`src/rtl/core/srq_pkg.sv`:
```
package srq_pkg;

   localparam int OP_W   = 2;
   localparam int KIND_W = 2;
   localparam int SEQ_W  = 32;
   localparam int TS_W   = 64;
   localparam int WORD_W = 32;
   localparam int MAXC_W = 8;

   localparam logic [OP_W-1:0] OP_PUSH = 2'd0;
   localparam logic [OP_W-1:0] OP_ACK  = 2'd1;
   localparam logic [OP_W-1:0] OP_DUMP = 2'd2;

   localparam logic [KIND_W-1:0] KIND_PUSH  = 2'd0;
   localparam logic [KIND_W-1:0] KIND_ACK   = 2'd1;
   localparam logic [KIND_W-1:0] KIND_REC   = 2'd2;
   localparam logic [KIND_W-1:0] KIND_EMPTY = 2'd3;

   localparam logic [SEQ_W-1:0] SEQ_START = 32'd1;

   typedef struct packed {
      logic [SEQ_W-1:0]         seq;
      logic signed [TS_W-1:0]   stamp;
      logic [WORD_W-1:0]        resistance;
      logic [WORD_W-1:0]        voltage;
      logic                     ok;
   } rec_type;

   typedef struct packed {
      logic [KIND_W-1:0] kind;
      rec_type           rec;
      logic              dropped;
      logic              last;
   } resp_type;

endpackage

```
`src/rtl/core/srq_ram.sv`:
```
module srq_ram #(
   parameter int WIDTH = 8,
   parameter int DEPTH = 16
) (
   input  logic                                   clock,
   input  logic                                   wr_en,
   input  logic [(DEPTH > 1 ? $clog2(DEPTH) : 1)-1:0] wr_addr,
   input  logic [WIDTH-1:0]                       wr_data,
   input  logic                                   rd_en,
   input  logic [(DEPTH > 1 ? $clog2(DEPTH) : 1)-1:0] rd_addr,
   output logic [WIDTH-1:0]                       rd_data
);

   logic [WIDTH-1:0] mem [DEPTH];
   logic [WIDTH-1:0] rd_data_ff;

   always_ff @(posedge clock) begin
      if (wr_en) begin
         mem[wr_addr] <= wr_data;
      end
      if (rd_en) begin
         rd_data_ff <= mem[rd_addr];
      end
   end

   assign rd_data = rd_data_ff;

endmodule

```
`src/rtl/core/sequenced_retransmit_queue.sv`:
```
// Push, acknowledge on an empty queue, empty dump: the result is registered and shown in the cycle after the transfer.
// Acknowledge: the walk reads records from the head and removes each whose sequence is at or below the
// acknowledged one; it stops at a newer record or when it removes every record, then gives the result.
// Dump: the first record is read from the head and registered out, then one record per cycle unless stalled.
// One item at a time; the walks are paced by the single read port of the record RAM.
// Synchronous reset empties the queue and sets the next sequence to 1; the RAM is not cleared.
module sequenced_retransmit_queue #(
   parameter int DEPTH = 16
) (
   input  logic                                  clock,
   input  logic                                  reset,
   input  logic                                  req_valid,
   output logic                                  req_stall,
   input  logic [srq_pkg::OP_W-1:0]              req_operation,
   input  logic signed [srq_pkg::TS_W-1:0]       req_timestamp,
   input  logic [srq_pkg::WORD_W-1:0]            req_resistance_word,
   input  logic [srq_pkg::WORD_W-1:0]            req_voltage_word,
   input  logic                                  req_measurement_ok,
   input  logic [srq_pkg::SEQ_W-1:0]             req_ack_sequence,
   input  logic [srq_pkg::MAXC_W-1:0]            req_max_count,
   output logic                                  rsp_valid,
   input  logic                                  rsp_stall,
   output logic [srq_pkg::KIND_W-1:0]            rsp_kind,
   output logic [srq_pkg::SEQ_W-1:0]             rsp_sequence_res,
   output logic signed [srq_pkg::TS_W-1:0]       rsp_out_timestamp,
   output logic [srq_pkg::WORD_W-1:0]            rsp_out_resistance,
   output logic [srq_pkg::WORD_W-1:0]            rsp_out_voltage,
   output logic                                  rsp_out_ok,
   output logic [$clog2(DEPTH+1)-1:0]            rsp_entries_held,
   output logic                                  rsp_dropped_oldest,
   output logic [$clog2(DEPTH+1)-1:0]            rsp_removed_count,
   output logic                                  rsp_last
);

   import srq_pkg::*;

   localparam int PW = (DEPTH > 1) ? $clog2(DEPTH) : 1;
   localparam int CW = $clog2(DEPTH + 1);
   localparam int NW = (CW > MAXC_W) ? CW : MAXC_W;
   localparam int RW = $bits(rec_type);

   typedef enum logic [1:0] {
      S_IDLE,
      S_ACK,
      S_DUMP
   } state_type;

   state_type           state_ff, state_in;
   logic [PW-1:0]       head_ff, head_in;
   logic [PW-1:0]       tail_ff, tail_in;
   logic [CW-1:0]       held_ff, held_in;
   logic [SEQ_W-1:0]    next_seq_ff, next_seq_in;
   logic [PW-1:0]       rd_ptr_ff, rd_ptr_in;
   logic [CW-1:0]       cnt_ff, cnt_in;
   logic [SEQ_W-1:0]    ack_ff, ack_in;
   logic                rsp_valid_ff, rsp_valid_in;
   resp_type            rsp_ff, rsp_in;
   logic [CW-1:0]       rsp_entries_ff, rsp_entries_in;
   logic [CW-1:0]       rsp_removed_ff, rsp_removed_in;

   logic                out_free;
   logic                accept;
   logic                full;
   logic                ram_wr_en;
   logic                ram_rd_en;
   logic [PW-1:0]       ram_rd_addr;
   rec_type             wr_rec;
   logic [RW-1:0]       ram_rd_data;
   rec_type             rd_rec;
   logic [NW-1:0]       max_ext;
   logic [NW-1:0]       held_ext;
   logic [NW-1:0]       dump_n;
   logic [CW-1:0]       cnt_inc;

   function automatic logic [PW-1:0] ptr_next(input logic [PW-1:0] p);
      return (p == PW'(DEPTH - 1)) ? '0 : p + 1'b1;
   endfunction

   assign out_free  = !rsp_valid_ff || !rsp_stall;
   assign req_stall = !(state_ff == S_IDLE && out_free);
   assign accept    = req_valid && !req_stall;
   assign full      = (held_ff == CW'(DEPTH));

   assign wr_rec.seq        = next_seq_ff;
   assign wr_rec.stamp      = req_timestamp;
   assign wr_rec.resistance = req_resistance_word;
   assign wr_rec.voltage    = req_voltage_word;
   assign wr_rec.ok         = req_measurement_ok;

   assign rd_rec   = rec_type'(ram_rd_data);
   assign max_ext  = NW'(req_max_count);
   assign held_ext = NW'(held_ff);
   assign dump_n   = (max_ext < held_ext) ? max_ext : held_ext;
   assign cnt_inc  = cnt_ff + 1'b1;

   srq_ram #(
      .WIDTH (RW),
      .DEPTH (DEPTH)
   ) u_ram (
      .clock   (clock),
      .wr_en   (ram_wr_en),
      .wr_addr (tail_ff),
      .wr_data (wr_rec),
      .rd_en   (ram_rd_en),
      .rd_addr (ram_rd_addr),
      .rd_data (ram_rd_data)
   );

   always_comb begin
      state_in       = state_ff;
      head_in        = head_ff;
      tail_in        = tail_ff;
      held_in        = held_ff;
      next_seq_in    = next_seq_ff;
      rd_ptr_in      = rd_ptr_ff;
      cnt_in         = cnt_ff;
      ack_in         = ack_ff;
      rsp_valid_in   = rsp_valid_ff;
      rsp_in         = rsp_ff;
      rsp_entries_in = rsp_entries_ff;
      rsp_removed_in = rsp_removed_ff;
      ram_wr_en      = 1'b0;
      ram_rd_en      = 1'b0;
      ram_rd_addr    = rd_ptr_ff;

      if (rsp_valid_ff && !rsp_stall) begin
         rsp_valid_in = 1'b0;
      end

      unique case (state_ff)
         S_IDLE: begin
            ram_rd_addr = head_ff;
            if (accept) begin
               case (req_operation)
                  OP_PUSH: begin
                     ram_wr_en    = 1'b1;
                     tail_in      = ptr_next(tail_ff);
                     next_seq_in  = next_seq_ff + 1'b1;
                     rsp_valid_in = 1'b1;
                     rsp_in       = '0;
                     rsp_in.kind  = KIND_PUSH;
                     rsp_in.rec.seq = next_seq_ff;
                     rsp_in.last  = 1'b1;
                     rsp_removed_in = '0;
                     if (full) begin
                        head_in        = ptr_next(head_ff);
                        rsp_in.dropped = 1'b1;
                        rsp_entries_in = held_ff;
                     end else begin
                        held_in        = held_ff + 1'b1;
                        rsp_entries_in = held_ff + 1'b1;
                     end
                  end
                  OP_ACK: begin
                     ack_in = req_ack_sequence;
                     if (held_ff == '0) begin
                        rsp_valid_in   = 1'b1;
                        rsp_in         = '0;
                        rsp_in.kind    = KIND_ACK;
                        rsp_in.last    = 1'b1;
                        rsp_entries_in = '0;
                        rsp_removed_in = '0;
                     end else begin
                        ram_rd_en = 1'b1;
                        rd_ptr_in = head_ff;
                        cnt_in    = '0;
                        state_in  = S_ACK;
                     end
                  end
                  OP_DUMP: begin
                     if (dump_n == '0) begin
                        rsp_valid_in   = 1'b1;
                        rsp_in         = '0;
                        rsp_in.kind    = KIND_EMPTY;
                        rsp_in.last    = 1'b1;
                        rsp_entries_in = held_ff;
                        rsp_removed_in = '0;
                     end else begin
                        ram_rd_en = 1'b1;
                        rd_ptr_in = head_ff;
                        cnt_in    = CW'(dump_n);
                        state_in  = S_DUMP;
                     end
                  end
                  default: begin
                  end
               endcase
            end
         end
         S_ACK: begin
            ram_rd_en   = 1'b1;
            ram_rd_addr = ptr_next(rd_ptr_ff);
            if (rd_rec.seq <= ack_ff) begin
               rd_ptr_in = ptr_next(rd_ptr_ff);
               cnt_in    = cnt_inc;
               if (cnt_inc == held_ff) begin
                  head_in        = ptr_next(rd_ptr_ff);
                  held_in        = '0;
                  rsp_valid_in   = 1'b1;
                  rsp_in         = '0;
                  rsp_in.kind    = KIND_ACK;
                  rsp_in.last    = 1'b1;
                  rsp_entries_in = '0;
                  rsp_removed_in = cnt_inc;
                  state_in       = S_IDLE;
               end
            end else begin
               head_in        = rd_ptr_ff;
               held_in        = held_ff - cnt_ff;
               rsp_valid_in   = 1'b1;
               rsp_in         = '0;
               rsp_in.kind    = KIND_ACK;
               rsp_in.last    = 1'b1;
               rsp_entries_in = held_ff - cnt_ff;
               rsp_removed_in = cnt_ff;
               state_in       = S_IDLE;
            end
         end
         S_DUMP: begin
            if (out_free) begin
               rsp_valid_in   = 1'b1;
               rsp_in.kind    = KIND_REC;
               rsp_in.rec     = rd_rec;
               rsp_in.dropped = 1'b0;
               rsp_in.last    = (cnt_ff == CW'(1));
               rsp_entries_in = held_ff;
               rsp_removed_in = '0;
               cnt_in         = cnt_ff - 1'b1;
               if (cnt_ff == CW'(1)) begin
                  state_in = S_IDLE;
               end else begin
                  ram_rd_en   = 1'b1;
                  ram_rd_addr = ptr_next(rd_ptr_ff);
                  rd_ptr_in   = ptr_next(rd_ptr_ff);
               end
            end
         end
         default: begin
            state_in = S_IDLE;
         end
      endcase
   end

   always_ff @(posedge clock) begin
      if (reset) begin
         state_ff     <= S_IDLE;
         head_ff      <= '0;
         tail_ff      <= '0;
         held_ff      <= '0;
         next_seq_ff  <= SEQ_START;
         rsp_valid_ff <= 1'b0;
      end else begin
         state_ff     <= state_in;
         head_ff      <= head_in;
         tail_ff      <= tail_in;
         held_ff      <= held_in;
         next_seq_ff  <= next_seq_in;
         rsp_valid_ff <= rsp_valid_in;
      end
      rd_ptr_ff      <= rd_ptr_in;
      cnt_ff         <= cnt_in;
      ack_ff         <= ack_in;
      rsp_ff         <= rsp_in;
      rsp_entries_ff <= rsp_entries_in;
      rsp_removed_ff <= rsp_removed_in;
   end

   assign rsp_valid          = rsp_valid_ff;
   assign rsp_kind           = rsp_ff.kind;
   assign rsp_sequence_res   = rsp_ff.rec.seq;
   assign rsp_out_timestamp  = rsp_ff.rec.stamp;
   assign rsp_out_resistance = rsp_ff.rec.resistance;
   assign rsp_out_voltage    = rsp_ff.rec.voltage;
   assign rsp_out_ok         = rsp_ff.rec.ok;
   assign rsp_entries_held   = rsp_entries_ff;
   assign rsp_dropped_oldest = rsp_ff.dropped;
   assign rsp_removed_count  = rsp_removed_ff;
   assign rsp_last           = rsp_ff.last;

   a_held_bound: assert property (@(posedge clock) disable iff (reset)
      held_ff <= CW'(DEPTH))
      else $error("held count above depth");

   a_ptr_meet: assert property (@(posedge clock) disable iff (reset)
      (held_ff == '0 || held_ff == CW'(DEPTH)) |-> head_ff == tail_ff)
      else $error("head and tail disagree with held count");

   a_ack_out_empty: assert property (@(posedge clock) disable iff (reset)
      state_ff == S_ACK |-> !rsp_valid_ff && cnt_ff < held_ff)
      else $error("acknowledge walk overlaps a pending result");

   a_push_seq: assert property (@(posedge clock) disable iff (reset)
      accept && req_operation == OP_PUSH |=> next_seq_ff == $past(next_seq_ff) + 1'b1)
      else $error("sequence not advanced by push");

   a_single_last: assert property (@(posedge clock) disable iff (reset)
      rsp_valid_ff && rsp_ff.kind != KIND_REC |-> rsp_ff.last && state_ff == S_IDLE)
      else $error("non-record result without last");

endmodule
```
`config.mk`:
```
export PLATFORM = sky130hd
export DESIGN_NAME = sequenced_retransmit_queue
export DESIGN_NICKNAME = d
export VERILOG_FILES = /design/src/rtl/core/srq_pkg.sv /design/src/rtl/core/srq_ram.sv /design/src/rtl/core/sequenced_retransmit_queue.sv
export SDC_FILE = /design/constraint.sdc
export NUM_CORES = 2
export LEC_CHECK = 0
export BUFFER_PORTS_ARGS = -buffer_cell sky130_fd_sc_hd__buf_2
export CORE_MARGIN = 3
export CORE_UTILIZATION = 53
export DETAILED_ROUTE_END_ITERATION = 8
export HOLD_SLACK_MARGIN = 0.06
export PLACE_DENSITY = 0.7
export SYNTH_ARGS = -nofsm -noshare
export SYNTH_HDL_FRONTEND = slang
export SYNTH_SLANG_ARGS = --single-unit
```
`constraint.sdc`:
```
create_clock -name clock -period 38.2 [get_ports clock]
set_input_delay 5.73 -clock clock [delete_from_list [all_inputs] [get_ports clock]]
set_output_delay 5.73 -clock clock [all_outputs]
set_load 0.1 [all_outputs]
```
==> run summary <==
Max-Cap Viols - 0
Clock-pin slew on the worst setup and hold paths - 0.06 ns
Switching Share - 32.1%
Pleak - 49.6 nW
Die span in y - 472 µm
DRT Wirelength - 286000 µm
Cell Area, Placed - 0.120 mm²
Max_slew headroom - 21.2%
Worst Path Required - 32.47 ns
Setup-failing EPs final - 0
Residual DRC count - 0
Input/output buffers - 351
Register area - 0.0896 mm²
Compound-cell area share of the yosys netlist - 5.32%
Final non-filler cell area - 0.130 mm²
Starting Density - 53.5%
Startpoint types - primary input
Status - finished clean
Grt met1 use - 35.8%
Crit path arrival time - 6.68 ns
Post-synth top area share - 76.9%
Root Driver - clkbuf_16
Layout cells sized above 1 - 13.5%
Multi-input logic area - 0.0240 mm²
Post-synth EDFFs - 2953
Final core occ - 60.5%
Sequential share of the synthesized area - 77.8%
GR Util met3 - 5.01%
Synth Area in Simple Gates - 3.09%
Post-DRT Antenna Nets - 0
Final TNS setup - 0 ns
Initial antenna violation count - 64
Final nets - 6875
Die span in x - 472 µm
Maximum VDD drop - 0.100 mV
Min-delay worst type - reg2reg
Power per cell area - 72.0 mW/mm²
DR iter-0 viols - 7334
Mux cell area share after synthesis - 11.3%
Inst Count DP - 9159
Post-synthesis adder-cell area fraction - 0.669%
Die area - 0.223 mm²
Max frequency - 80.6 MHz
Area Overhead vs Synth - 13.1%
Fin crit share - 32.5%
DR WL/cell - 29.4 µm
TritonCTS clock tree - built
Combinational share of power - 25.5%
CTS Hold Bufs - 0
Ys Warns - 0
Main synth FF type - edfxtp_1
Crit. End Element - primary output
CTS Buf Count - 316
Final Max Tran Viols - 0
Synth Register Bits - 3001
Post-synthesis average cell area - 18.6 µm²
Post-Syn Area - 0.115 mm²
First-pass GRT wire length - 410000 µm
Worst-margin pin slew - 1.18 ns
Top cell type by total area after synthesis - edfxtp_1
Post-DP HPWL - 135000 µm
Kind of critical path - in2out
Area of the core - 0.215 mm²
P_sw - 3.01 mW
CTS Buffer Depth - 4
Crit Path Max Fanout - 9
Unrepaired setup endpoints after global routing - false
Final Hold Vio Count - 0
Hold WS - 0.499 ns
Setup repair bufs after CTS - 0
Total GRT Usage - 25.1%
PostCTS Resize Cnt - 0
Skew-Pair Late Insertion Delay - 0.94 ns
Row count - 170
Period minus WS final - 12.41 ns
Clock Skew - 0.0659 ns
GR met2 Demand/Resource - 39.6%
Number of global-route vias before repair - 59499
Clock power frac - 31.6%
Filler cells - 15212
Unique cell type count in the Yosys netlist - 71
Syn Nets - 6428
H-Tree Depth - 5
GRT overflow - 0
Cells after synthesis - 6192
Largest family of logic cells by synthesized area - multiplexers
GR peak layer - met2
Mean number of vias per cell - 6.25
Internal power - 6.37 mW
Main area contributors after synthesis - edfxtp_1 77%, mux2i_1 11%, a22oi_1 4.2%
FFs w/ async S/R, synth - 0%
GP Congestion - 0.815
Pin count of the biggest net entering global routing - 144
Sequential share of power - 42.9%
Clock sink count - 3001
Number of I/O pins - 352
Via count - 60749
Count leader, synth - edfxtp_1
Drt first pass iters - 5
Top cells by count, synth - 2953 x edfxtp_1, 1294 x mux2i_1, 645 x a22oi_1
Synth Area in XOR/XNOR - 0.357%
Non-filler cells, final - 9722
power by group through the flow:
stage	Combinational (mW)	Clock (mW)	Sequential [mW]
global placement	2.36	0	4.09
floorplan	1.21	0	4.73
detailed placement	2.39	0	4.09
finish	2.39	2.97	4.02
CTS	2.40	3.01	4.02
global route	2.51	3.15	4.03
layout make-up:
cell class                 instances  share of cell area [%]
sequential                      3001                    68.8
multi-input combinational       2795                    18.5
clock buffer                     391                    6.44
tap                             2838                    2.73
timing repair buffer             460                    2.17
clock inverter                   149                    1.19
inverter                          65                   0.187
antenna                           23                  0.0442
layout by cell type, fill, tap and decap left out, types with 15 or more instances in the layout:
cell type,instances
nand4_1,17
clkinv_1,50
xnor2_1,23
and2_1,131
inv_1,62
clkbuf_16,324
nand2_1,59
clkinv_2,45
buf_2,351
mux2i_1,1294
clkbuf_1,64
buf_4,89
o21ai_0,41
edfxtp_1,2953
nand3_1,31
diode_2,23
dfxtp_1,48
ha_1,59
a22o_1,27
nor3_1,16
and4_1,166
nor2_1,69
xor2_1,24
a21oi_1,41
a22oi_1,645
buf_12,20
bufinv_16,31
clkinvlp_4,15
per-stage QoR:
| step | power [mW] | worst slack, ns |
|---|---|---|
| finish | 9.38 | 25.79 |
| global route | 9.70 | 25.74 |
| CTS | 9.44 | 25.81 |
| detailed placement | 6.48 | 25.16 |
| global placement | 6.45 | 25.33 |
| floorplan | 5.93 | 2.73 |
sequential cells by signal, summed over array words and instances (netlist names):
name,flops
rsp_kind,2
ack_ff,32
rsp_out_resistance,32
held_ff,5
rsp_dropped_oldest,1
tail_ff,4
rsp_last,1
rd_ptr_ff,4
rsp_sequence_res,32
rsp_removed_count,5
rsp_entries_held,5
next_seq_ff,32
cnt_ff,5
u_ram.rd_data,161
head_ff,4
rsp_out_ok,1
rsp_out_voltage,32
state_ff,2
u_ram.mem,2576
rsp_out_timestamp,64
rsp_valid,1
cells by family (layout without fill, tap and decap cells):
logic type / Yosys count / count (layout)
mux: 1296 / 1296
simple gates: 558 / 558
flops: 3001 / 3001
fa+ha+maj: 61 / 61
xor+xnor: 47 / 47
other cells: 0 / 23
buf+inv: 396 / 1065
compound gates: 833 / 833
worst max-delay path, stage by stage:
cell     delay [ns]
buf_2          0.13
nand2_1        0.19
nand2_1        0.18
buf_2          0.45
metal layers:
metal / vias up / part of all wire [%]
met4: 30 / 2.7
li1: 25964 / -
met2: 2851 / 47
met1: 31416 / 41
met5: - / 0.067
met3: 488 / 8.8
final timing paths:
kind                               from                           to  slack [ns]  cells past startpoint
max reg2reg         cnt_ff[1]$_DFFE_PP_  u_ram.rd_data[51]$_DFFE_PP_       29.89                     15
min reg2reg  u_ram.rd_data[0]$_DFFE_PP_         rsp_out_ok$_DFFE_PP_        0.50                      1
max                           rsp_stall                    req_stall       25.79                      4
min          u_ram.rd_data[0]$_DFFE_PP_         rsp_out_ok$_DFFE_PP_        0.50                      1
Note: power is estimated with default switching activity, not from simulation.
